[src/knn_pkg.sv]
package knn_pkg;

    // Default sizes for the top level parameters
    localparam int K_DEFAULT          = 16;
    localparam int COORD_BITS_DEFAULT = 24;

    // Fixed field widths
    localparam int QUERY_BITS     = 24;
    localparam int BOX_BITS       = 24;
    localparam int ID_BITS        = 32;
    localparam int DIST_BITS      = 52;
    localparam int INDEX_BITS     = 6;
    localparam int FUNC_BITS      = 2;
    localparam int CFG_INDEX_BITS = 3;
    localparam int CFG_DATA_BITS  = 32;

    // Queue depths (log2)
    localparam int CMDQ_DEPTH_LOG2 = 1;
    localparam int RESQ_DEPTH_LOG2 = 1;

    localparam logic [DIST_BITS-1:0] DIST_MAX = '1;
    localparam logic [BOX_BITS-1:0]  BOX_RESET = '1;

    // Item function codes
    localparam logic [FUNC_BITS-1:0] FUNC_CLEAR = 2'd0;
    localparam logic [FUNC_BITS-1:0] FUNC_OFFER = 2'd1;
    localparam logic [FUNC_BITS-1:0] FUNC_READ  = 2'd2;

    // Configuration register indexes
    localparam logic [CFG_INDEX_BITS-1:0] CFG_QUERY_X     = 3'd0;
    localparam logic [CFG_INDEX_BITS-1:0] CFG_QUERY_Y     = 3'd1;
    localparam logic [CFG_INDEX_BITS-1:0] CFG_QUERY_Z     = 3'd2;
    localparam logic [CFG_INDEX_BITS-1:0] CFG_QUERY_ID    = 3'd3;
    localparam logic [CFG_INDEX_BITS-1:0] CFG_BOX_SIZE    = 3'd4;
    localparam logic [CFG_INDEX_BITS-1:0] CFG_PERIODIC_ON = 3'd5;

    // Classified item handed from the front to the list unit
    typedef struct packed {
        logic [FUNC_BITS-1:0] func;
        logic                 self_hit;
        logic [ID_BITS-1:0]   id;
        logic [DIST_BITS-1:0] sq_dist;
    } cmd_t;

    // One result item
    typedef struct packed {
        logic                  inserted;
        logic [DIST_BITS-1:0]  worst_dist;
        logic [INDEX_BITS-1:0] entry_index;
        logic [ID_BITS-1:0]    entry_id;
        logic [DIST_BITS-1:0]  entry_dist;
        logic                  entry_valid;
        logic                  last;
    } result_t;

endpackage

[src/knn_fifo.sv]
module knn_fifo import knn_pkg::*; #(
    parameter int WIDTH      = 8,
    parameter int DEPTH_LOG2 = 1
) (
    input  logic             clk,
    input  logic             rst_n,
    input  logic             wr_en,
    input  logic [WIDTH-1:0] wr_data,
    input  logic             rd_en,
    output logic [WIDTH-1:0] rd_data,
    output logic             full,
    output logic             empty
);

    localparam int DEPTH = 1 << DEPTH_LOG2;

    logic [WIDTH-1:0]      mem_reg [DEPTH];
    logic [DEPTH_LOG2-1:0] wr_ptr_reg;
    logic [DEPTH_LOG2-1:0] rd_ptr_reg;
    logic [DEPTH_LOG2:0]   count_reg;

    assign full    = (count_reg == (DEPTH_LOG2+1)'(DEPTH));
    assign empty   = (count_reg == '0);
    assign rd_data = mem_reg[rd_ptr_reg];

    // Store the incoming entry
    always_ff @(posedge clk)
    begin
        if (wr_en)
        begin
            mem_reg[wr_ptr_reg] <= wr_data;
        end
    end

    // Advance pointers and occupancy
    always_ff @(posedge clk or negedge rst_n)
    begin
        if (!rst_n)
        begin
            wr_ptr_reg <= '0;
            rd_ptr_reg <= '0;
            count_reg  <= '0;
        end
        else
        begin
            if (wr_en)
            begin
                wr_ptr_reg <= wr_ptr_reg + 1'b1;
            end
            if (rd_en)
            begin
                rd_ptr_reg <= rd_ptr_reg + 1'b1;
            end
            if (wr_en && !rd_en)
            begin
                count_reg <= count_reg + 1'b1;
            end
            else if (rd_en && !wr_en)
            begin
                count_reg <= count_reg - 1'b1;
            end
        end
    end

endmodule

[config.mk]
export PLATFORM = sky130hd
export DESIGN_NAME = knn_fifo
export DESIGN_NICKNAME = d
export VERILOG_FILES = /design/src/knn_pkg.sv /design/src/knn_fifo.sv
export SDC_FILE = /design/constraint.sdc
export NUM_CORES = 1
export LEC_CHECK = 0
export BUFFER_PORTS_ARGS = -buffer_cell sky130_fd_sc_hd__buf_4
export CAP_MARGIN = 20
export CORE_UTILIZATION = 48
export CTS_CLUSTER_SIZE = 14
export DETAILED_ROUTE_END_ITERATION = 6
export PLACE_DENSITY_LB_ADDON = 0.1
export SLEW_MARGIN = 15
export SYNTH_ARGS = -nofsm -noshare
export SYNTH_HDL_FRONTEND = slang
export SYNTH_SLANG_ARGS = --single-unit
[constraint.sdc]
create_clock -name clk -period 1.43 [get_ports clk]
set_input_delay 0.143 -clock clk [delete_from_list [all_inputs] [get_ports clk]]
set_output_delay 0.143 -clock clk [all_outputs]
set_load 0.05 [all_outputs]
Yosys cells after proc, flatten, opt, wreduce, memory -nomap -nowiden

Memory sizes are Yosys's and may differ from the RTL's.
Cells that the tools add are included.

Register bits: 4
Memory bits (writable): 16
Bits of input ports: 12
Memories: 1
Output and inout bits: 10

Memory list:

| memory  | words | bits a word | read ports | clocked after Yosys merged registers in | write ports | RTL line       | RTL |
|---|---|---|---|---|---|---|---|
| mem_reg | 2     | 8           | 1          | 0                                       | 1           | knn_fifo.sv:17 | `logic [WIDTH-1:0] mem_reg [DEPTH];` |

Multiplexer cells: 4
Reduce and logical (&&, ||, !) cells: 6
$add $sub $neg: 4
Equal/unequal tests: 1

Operator list:

| operator            | count |
|---|---|
| $mux 2              | 2 |
| $add 1x1->1 const B | 2 |
| $add 2x1->2 const B | 1 |
| $eq 2x2->1 const B  | 1 |
| $logic_and 1x1->1   | 2 |
| $logic_not 1->1     | 2 |
| $logic_not 2->1     | 1 |
| $mux 1              | 2 |
| $reduce_bool 2->1   | 1 |
| $sub 2x1->2 const B | 1 |

Logic depth before layout (Yosys ltp)

Gate-level depths: netlist of the first run.

Depth in word-level cells: 4
Gate-level depth with buffers: 5
Depth with buffers taken out: 5

Worst setup path before layout of the first run

OpenSTA, ideal clock, no wires.

Path type: flip-flop to output port
Start: register count_reg[0]
End: output port empty
Slack: 232 ps
Cell stages (with the launch flop): 2
Required time: 1,287 ps
Arrival: 1,055 ps
Path through: dfrtp_1 nor2_1

Longest elaborated chain between the ends: 1

RTL lines:

| element                | RTL line       | RTL |
|---|---|---|
| start, declared        | knn_fifo.sv:20 | `logic [DEPTH_LOG2:0] count_reg;` |
| start signal, assigned | knn_fifo.sv:56 | `count_reg <= count_reg + 1'b1;` |
| start signal, assigned | knn_fifo.sv:60 | `count_reg <= count_reg - 1'b1;` |
| $logic_not 2->1        | knn_fifo.sv:23 | `assign empty = (count_reg == '0);` |
| end, declared          | knn_fifo.sv:12 | `output logic empty` |

Every way passes these cells.

Worst setup path after layout of the first run

Start: register rd_ptr_reg
End: output port rd_data[2]

Longest elaborated chain between the ends: 1

RTL lines:

| element                | RTL line       | RTL |
|---|---|---|
| start, declared        | knn_fifo.sv:19 | `logic [DEPTH_LOG2-1:0] rd_ptr_reg;` |
| start signal, assigned | knn_fifo.sv:52 | `rd_ptr_reg <= rd_ptr_reg + 1'b1;` |
| $mem_v2 2x8            | -              |  |
| end, declared          | knn_fifo.sv:10 | `output logic [WIDTH-1:0] rd_data,` |

Every way passes these cells.

==> metrics.csv, run 1 <==
metric;value;unit
status;finished with violations;
failing checks;negative setup slack;
DR WL/cell;12.6;um
Layout Cells excl Fill;87;
Final Cycle Share;100;%
share of cells above drive strength 1;54.9;%
switch share;39.3;%
slowest CP cell;dfrtp_2;
worst rel slew slack;72.7;%
Die ar.;0.00177;mm2
Area Growth Syn to Fin;36.7;%
initial core utilization;51.2;%
hold crit path type;input port to flip-flop;
clock latency on the worst-skew pair;290;ps
Die Height;42.1;um
Final Slew Violations;0;
Vias/cell;5.06;
Residual DRC;0;
pre-CTS worst setup slack;155;ps
#FFs+latches synth;20;
Mapped Cells;41;
RSZ-0062 raised after global routing;true;
Logic pwr share;51.1;%
maxcap violations;0;
LEAKAGE;0.434;nW
Most Frequent Cell on Critical Path;buf_6;
Setup CP Type;flip-flop to output port;
measured slew at the worst slew-check pin;410;ps
ANT cells;0;
core footprint;0.00151;mm2
first-pass GRT wire length;1860;um
GRT Overall Usage;14.7;%
syn nets;54;
Sink Count;20;
DP Cell Count;79;
pwr dens;2190;mW/mm2
number of H-tree levels;1;
CTS Buf Count;3;
Post-Syn Area;771;um2
max reg flops;16;
floorplan row count;14;
Final Skew;0.675;ps
clk slew on worst S/H paths;100;ps
Hold Vio Cnt, Final;0;
Ys Warns;0;
sequential power share;37.6;%
Pint;1.40;mW
sequential share of the synthesized area;75.3;%
worst path required time;1290;ps
worst path arrival time;1290;ps
Unique masters post-synth;12;
# fillers;114;
DP HPWL;755;um
I/O pin total;22;
first-pass iteration count of the detailed router;2;
Routed WL;1100;um
Syn Area/Cell;18.8;um2
GR Overflow Total;0;
Crit Path Max Fanout;5;
critical path, cell by cell;buf_6 -> mux2_2 -> buf_6;
Initial DRC Count;2;
root buffer cell;clkbuf_4;
net load switching power;0.909;mW
initial antenna violation count;0;
pin count of the biggest net entering global routing;12;
Port Buf Inserts;21;
Max Freq;698;MHz
number of global-route vias before repair;432;
crit-path max cell delay;390;ps
Nets;85;
CP Launch Type;flip-flop;
WP buf/inv;2;
final setup vio count;1;
Worst Setup Slack, final;-2.38;ps
final worst path period need;1430;ps
VDD IR-drop max;1.51;mV
gpl congestion;0.662;
Vias;440;
Detail Route Antenna Nets;0;
CTS tree;done;
clk buf depth;2;
Crit. End Element;output port;
Clock Power Share;11.3;%
Die X-Extent;42.1;um
delay-heaviest family, CP;flip-flops;
final cells by class:
cell class / count / area (um2) / share of cell area (%)
Timing Repair Buffer: 27 / 246 / 23.4
Clock buffer: 4 / 26.3 / 2.49
Tap cell: 16 / 20.0 / 1.90
Inverter: 1 / 3.75 / 0.356
Sequential cell: 20 / 582 / 55.2
Multi-Input combinational cell: 19 / 175 / 16.6
layout by cell type, fill, tap and decap left out:
master and n:
buf_8 1, nor2b_1 1, dlygate4sd3_1 1, xnor2_1 1
dfrtp_2 1, buf_4 16, xor2_1 4, and2b_2 1
clkbuf_4 3, inv_1 1, nor2_1 2, ha_1 1
and2_1 1, edfxtp_1 16, buf_6 9, mux2_2 8
dfrtp_1 3, clkbuf_1 1
timing repair:
item	CTS	global route
buffers inserted	2	1
hold buffers	1	0
gates resized for setup	11	3
setup endpoints to repair	8	8
endpoints found under the hold margin	4	0
routing by layer:
metal	GRT usage (%)	vias up	part of all wire [%]
met5	0	-	0
met4	9.38	0	0
met3	2.59	0	3.4
met2	22.8	11	52
met1	19.3	219	44
li1	-	210	-
path summary, 6_finish.rpt:
check,from,to,slack (ps),depth (start not counted)
worst min register to register,wr_ptr_reg,wr_ptr_reg,490,1
min in group asynchronous,rst_n,count_reg[0],180,2
worst min-delay path,rd_en,rd_ptr_reg,20,2
worst max-delay path,rd_ptr_reg,rd_data[2],-2,3
max in group asynchronous,rst_n,rd_ptr_reg,1140,2
worst max register to register,wr_ptr_reg,mem_reg[1][4],310,1
metrics by stage:
| step | util [%] | hold WS (ps) | setup TNS [ps] | area (um2) | power, mW |
|---|---|---|---|---|---|
| final | 69.9 | 24.8 | -2.38 | 1050 | 2.31 |
| after CTS | 68.7 | 16.3 | -54.1 | 1030 | 2.28 |
| after global routing | 69.9 | 3.27 | -416 | 1050 | 2.42 |
| after floorplan | - | -153 | 0 | 771 | 1.62 |
| after detailed placement | 63.2 | -59.4 | 0 | 952 | 1.89 |
| after global placement | 63.2 | -59.9 | 0 | 952 | 1.87 |
power groups by stage:
| stage | sequential (mW) | combinational [mW] | clock (mW) |
|---|---|---|---|
| 2_1_floorplan | 0.855 | 0.768 | 0 |
| 6_report | 0.868 | 1.18 | 0.261 |
| 4_1_cts | 0.863 | 1.14 | 0.271 |
| 3_3_place_gp | 0.910 | 0.961 | 0 |
| 5_1_grt | 0.889 | 1.24 | 0.299 |
| 3_5_place_dp | 0.918 | 0.969 | 0 |
cells by family after synthesis:
logic type | after synthesis | share of synthesized area, %
multiplexers | 8 | 11.7
flip-flops | 20 | 75.3
AND/OR/NAND/NOR | 5 | 3.74
XOR/XNOR | 5 | 5.68
adder cells (fa/ha/maj) | 1 | 1.62
buffers and inverters | 2 | 1.95
Yosys cell counts:
master     n  area share, %
nor2b_1    1           0.81
dfrtp_1    4             13
buf_6      1            1.5
nor2_1     2           0.97
inv_1      1           0.49
mux2_2     8             12
xnor2_1    1            1.1
ha_1       1            1.6
and2b_2    1            1.1
xor2_1     4            4.5
and2_1     1           0.81
edfxtp_1  16             62
No activity file was read; power rests on OpenSTA's default activity.
==> inputs of run 2 (changes only) <==
--- a/config.mk
+++ b/config.mk
@@ -7,10 +7,13 @@
 export LEC_CHECK = 0
 export BUFFER_PORTS_ARGS = -buffer_cell sky130_fd_sc_hd__buf_4
 export CAP_MARGIN = 20
-export CORE_UTILIZATION = 48
+export CELL_PAD_IN_SITES_DETAIL_PLACEMENT = 0
+export CELL_PAD_IN_SITES_GLOBAL_PLACEMENT = 1
+export CORE_UTILIZATION = 40
 export CTS_CLUSTER_SIZE = 14
 export DETAILED_ROUTE_END_ITERATION = 6
 export PLACE_DENSITY_LB_ADDON = 0.1
+export RECOVER_POWER = 25
 export SLEW_MARGIN = 15
 export SYNTH_ARGS = -nofsm -noshare
 export SYNTH_HDL_FRONTEND = slang
==> run 2 against run 1 <==
The flow still finishes with violations (negative setup slack). Clock power rose by 19%. Highest routed layer unchanged. Global-route usage is 2.9 points lower. Total power is 2.0% higher.
==> metrics.csv, run 2 (same netlist as run 1, synthesis figures left out) <==
metric;value;unit;change
clock latency on the worst-skew pair;280;ps;about the same
Routed WL;1020;um;-6.6%
GRT Overall Usage;11.8;%;-2.9 points
I/O pin total;22;;unchanged
Nets;85;;unchanged
maxcap violations;0;;unchanged
VDD IR-drop max;1.27;mV;-16%
Die X-Extent;45.9;um;+9.1%
number of H-tree levels;1;;unchanged
core footprint;0.00176;mm2;+17%
clk slew on worst S/H paths;110;ps;about the same
Worst Reg2Reg Path Length in Cells;1;;unchanged
slowest CP cell;dfrtp_2;;
initial antenna violation count;0;;unchanged
max reg flops;16;;unchanged
worst path arrival time;1300;ps;about the same
Final Slew Violations;0;;unchanged
Die ar.;0.00211;mm2;+19%
final setup vio count;5;;+4
Max Freq;693;MHz;-0.76%
failing checks;negative setup slack;;
floorplan row count;15;;+1
worst rel slew slack;75.8;%;+3.1 points
Worst Setup Slack, final;-13.3;ps;-10.9 ps
critical path, cell by cell;buf_6 -> mux2_2 -> buf_6;;
Sink Count;20;;unchanged
hold path depth;2;;unchanged
initial core utilization;43.7;%;-7.5 points
crit-path max cell delay;390;ps;about the same
CTS Buf Count;3;;unchanged
worst path required time;1290;ps;about the same
Most Frequent Cell on Critical Path;buf_6;;
Crit. End Element;output port;;
setup TNS;-42.5;ps;-40.1 ps
Crit Path Max Fanout;5;;unchanged
status;finished with violations;;
Hold Vio Cnt, Final;0;;unchanged
root buffer cell;clkbuf_4;;
Final Cycle Share;101;%;+0.77 points
final worst path period need;1440;ps;+10.9 ps
Final Skew;3.68;ps;+3.01 ps
clk buf depth;2;;unchanged
total power;2.36;mW;+2.0%
number of global-route vias before repair;388;;-10%
Die Height;45.9;um;+9.1%
GR Overflow Total;0;;unchanged
CP Launch Type;flip-flop;;
Final Util;60.9;%;-9.0 points
DP HPWL;721;um;-4.6%
share of cells above drive strength 1;56.3;%;+1.4 points
WHS;22.1;ps;-2.66 ps
Area Growth Syn to Fin;39.4;%;
RSZ-0062 raised after global routing;true;;
ANT cells;0;;unchanged
Initial DRC Count;3;;+1
pin count of the biggest net entering global routing;12;;unchanged
CTS tree;done;;
Port Buf Inserts;21;;unchanged
most frequent cells in the layout;16 x edfxtp_1, 11 x buf_4, 9 x buf_6;;
measured slew at the worst slew-check pin;363;ps;-46.5 ps
Vias;408;;-7.3%
pwr dens;2190;mW/mm2;about the same
first-pass iteration count of the detailed router;2;;unchanged
Residual DRC;0;;unchanged
gpl congestion;0.651;;-1.6%
hold crit path type;input port to flip-flop;;
LEAKAGE;0.439;nW;+1.1%
commonest non-fill, non-tap cell in the layout;edfxtp_1;;
Detail Route Antenna Nets;0;;unchanged
Setup CP Type;flip-flop to output port;;
first-pass GRT wire length;1670;um;-10%
Vias/cell;4.25;;-16%
DR WL/cell;10.7;um;-15%
## run 2: area by class of cell
cell class                      instances  area (um2)
Timing Repair Buffer                   27         246
Sequential cell                        20         582
Clock buffer                            4        36.3
Multi-Input combinational cell         19         175
Fill cell                             144         689
Inverter                                1        3.75
Tap cell                               25        31.3
## run 2: metal layers
| layer | part of all wire, % | vias to the layer above | track usage, % | wire length, um |
|---|---|---|---|---|
| met5 | 0 | - | 0 | 0 |
| met4 | 0 | 0 | 1.76 | 0 |
| met2 | 45 | 13 | 18.0 | 464 |
| li1 | - | 211 | - | - |
| met3 | 5.3 | 0 | 5.16 | 54 |
| met1 | 49 | 184 | 16.1 | 505 |
## run 2: final timing paths
kind | start | slack, ps | end
worst min register to register | wr_ptr_reg | 500 | wr_ptr_reg
max in group asynchronous | rst_n | 1150 | rd_ptr_reg
worst max register to register | wr_ptr_reg | 350 | mem_reg[1][1]
min in group asynchronous | rst_n | 170 | count_reg[0]
worst max-delay path | rd_ptr_reg | -10 | rd_data[1]
worst min-delay path | rd_en | 20 | rd_ptr_reg
## run 2: metrics by stage
step / cells / setup WS [ps] / instance area, um2
CTS: 95 / -9.69 / 1060
global placement: 88 / 165 / 963
global route: 96 / -65.1 / 1070
finish: 96 / -13.3 / 1070
detailed placement: 88 / 144 / 963
floorplan: 41 / 232 / 771
## run 2: power by group
| part | leakage (nW) | switching, mW | total [mW] | internal (mW) |
|---|---|---|---|---|
| registers | 0.196 | 0.0729 | 0.867 | 0.794 |
| logic | 0.222 | 0.681 | 1.18 | 0.499 |
| clock network | 0.0210 | 0.156 | 0.311 | 0.155 |
## run 2: worst max-delay path, delay by kind of cell, from the launching register on
family,cells,cell delay (ps)
flip-flops,1,390
multiplexers,1,340
buffers and inverters,2,270
## run 2: repair_timing
action,4_1_cts,5_1_grt
hold buffers,1,0
hold endpoints to repair,4,0
setup buffers,2,1
resized for setup,12,2
endpoints found under the setup margin,8,8
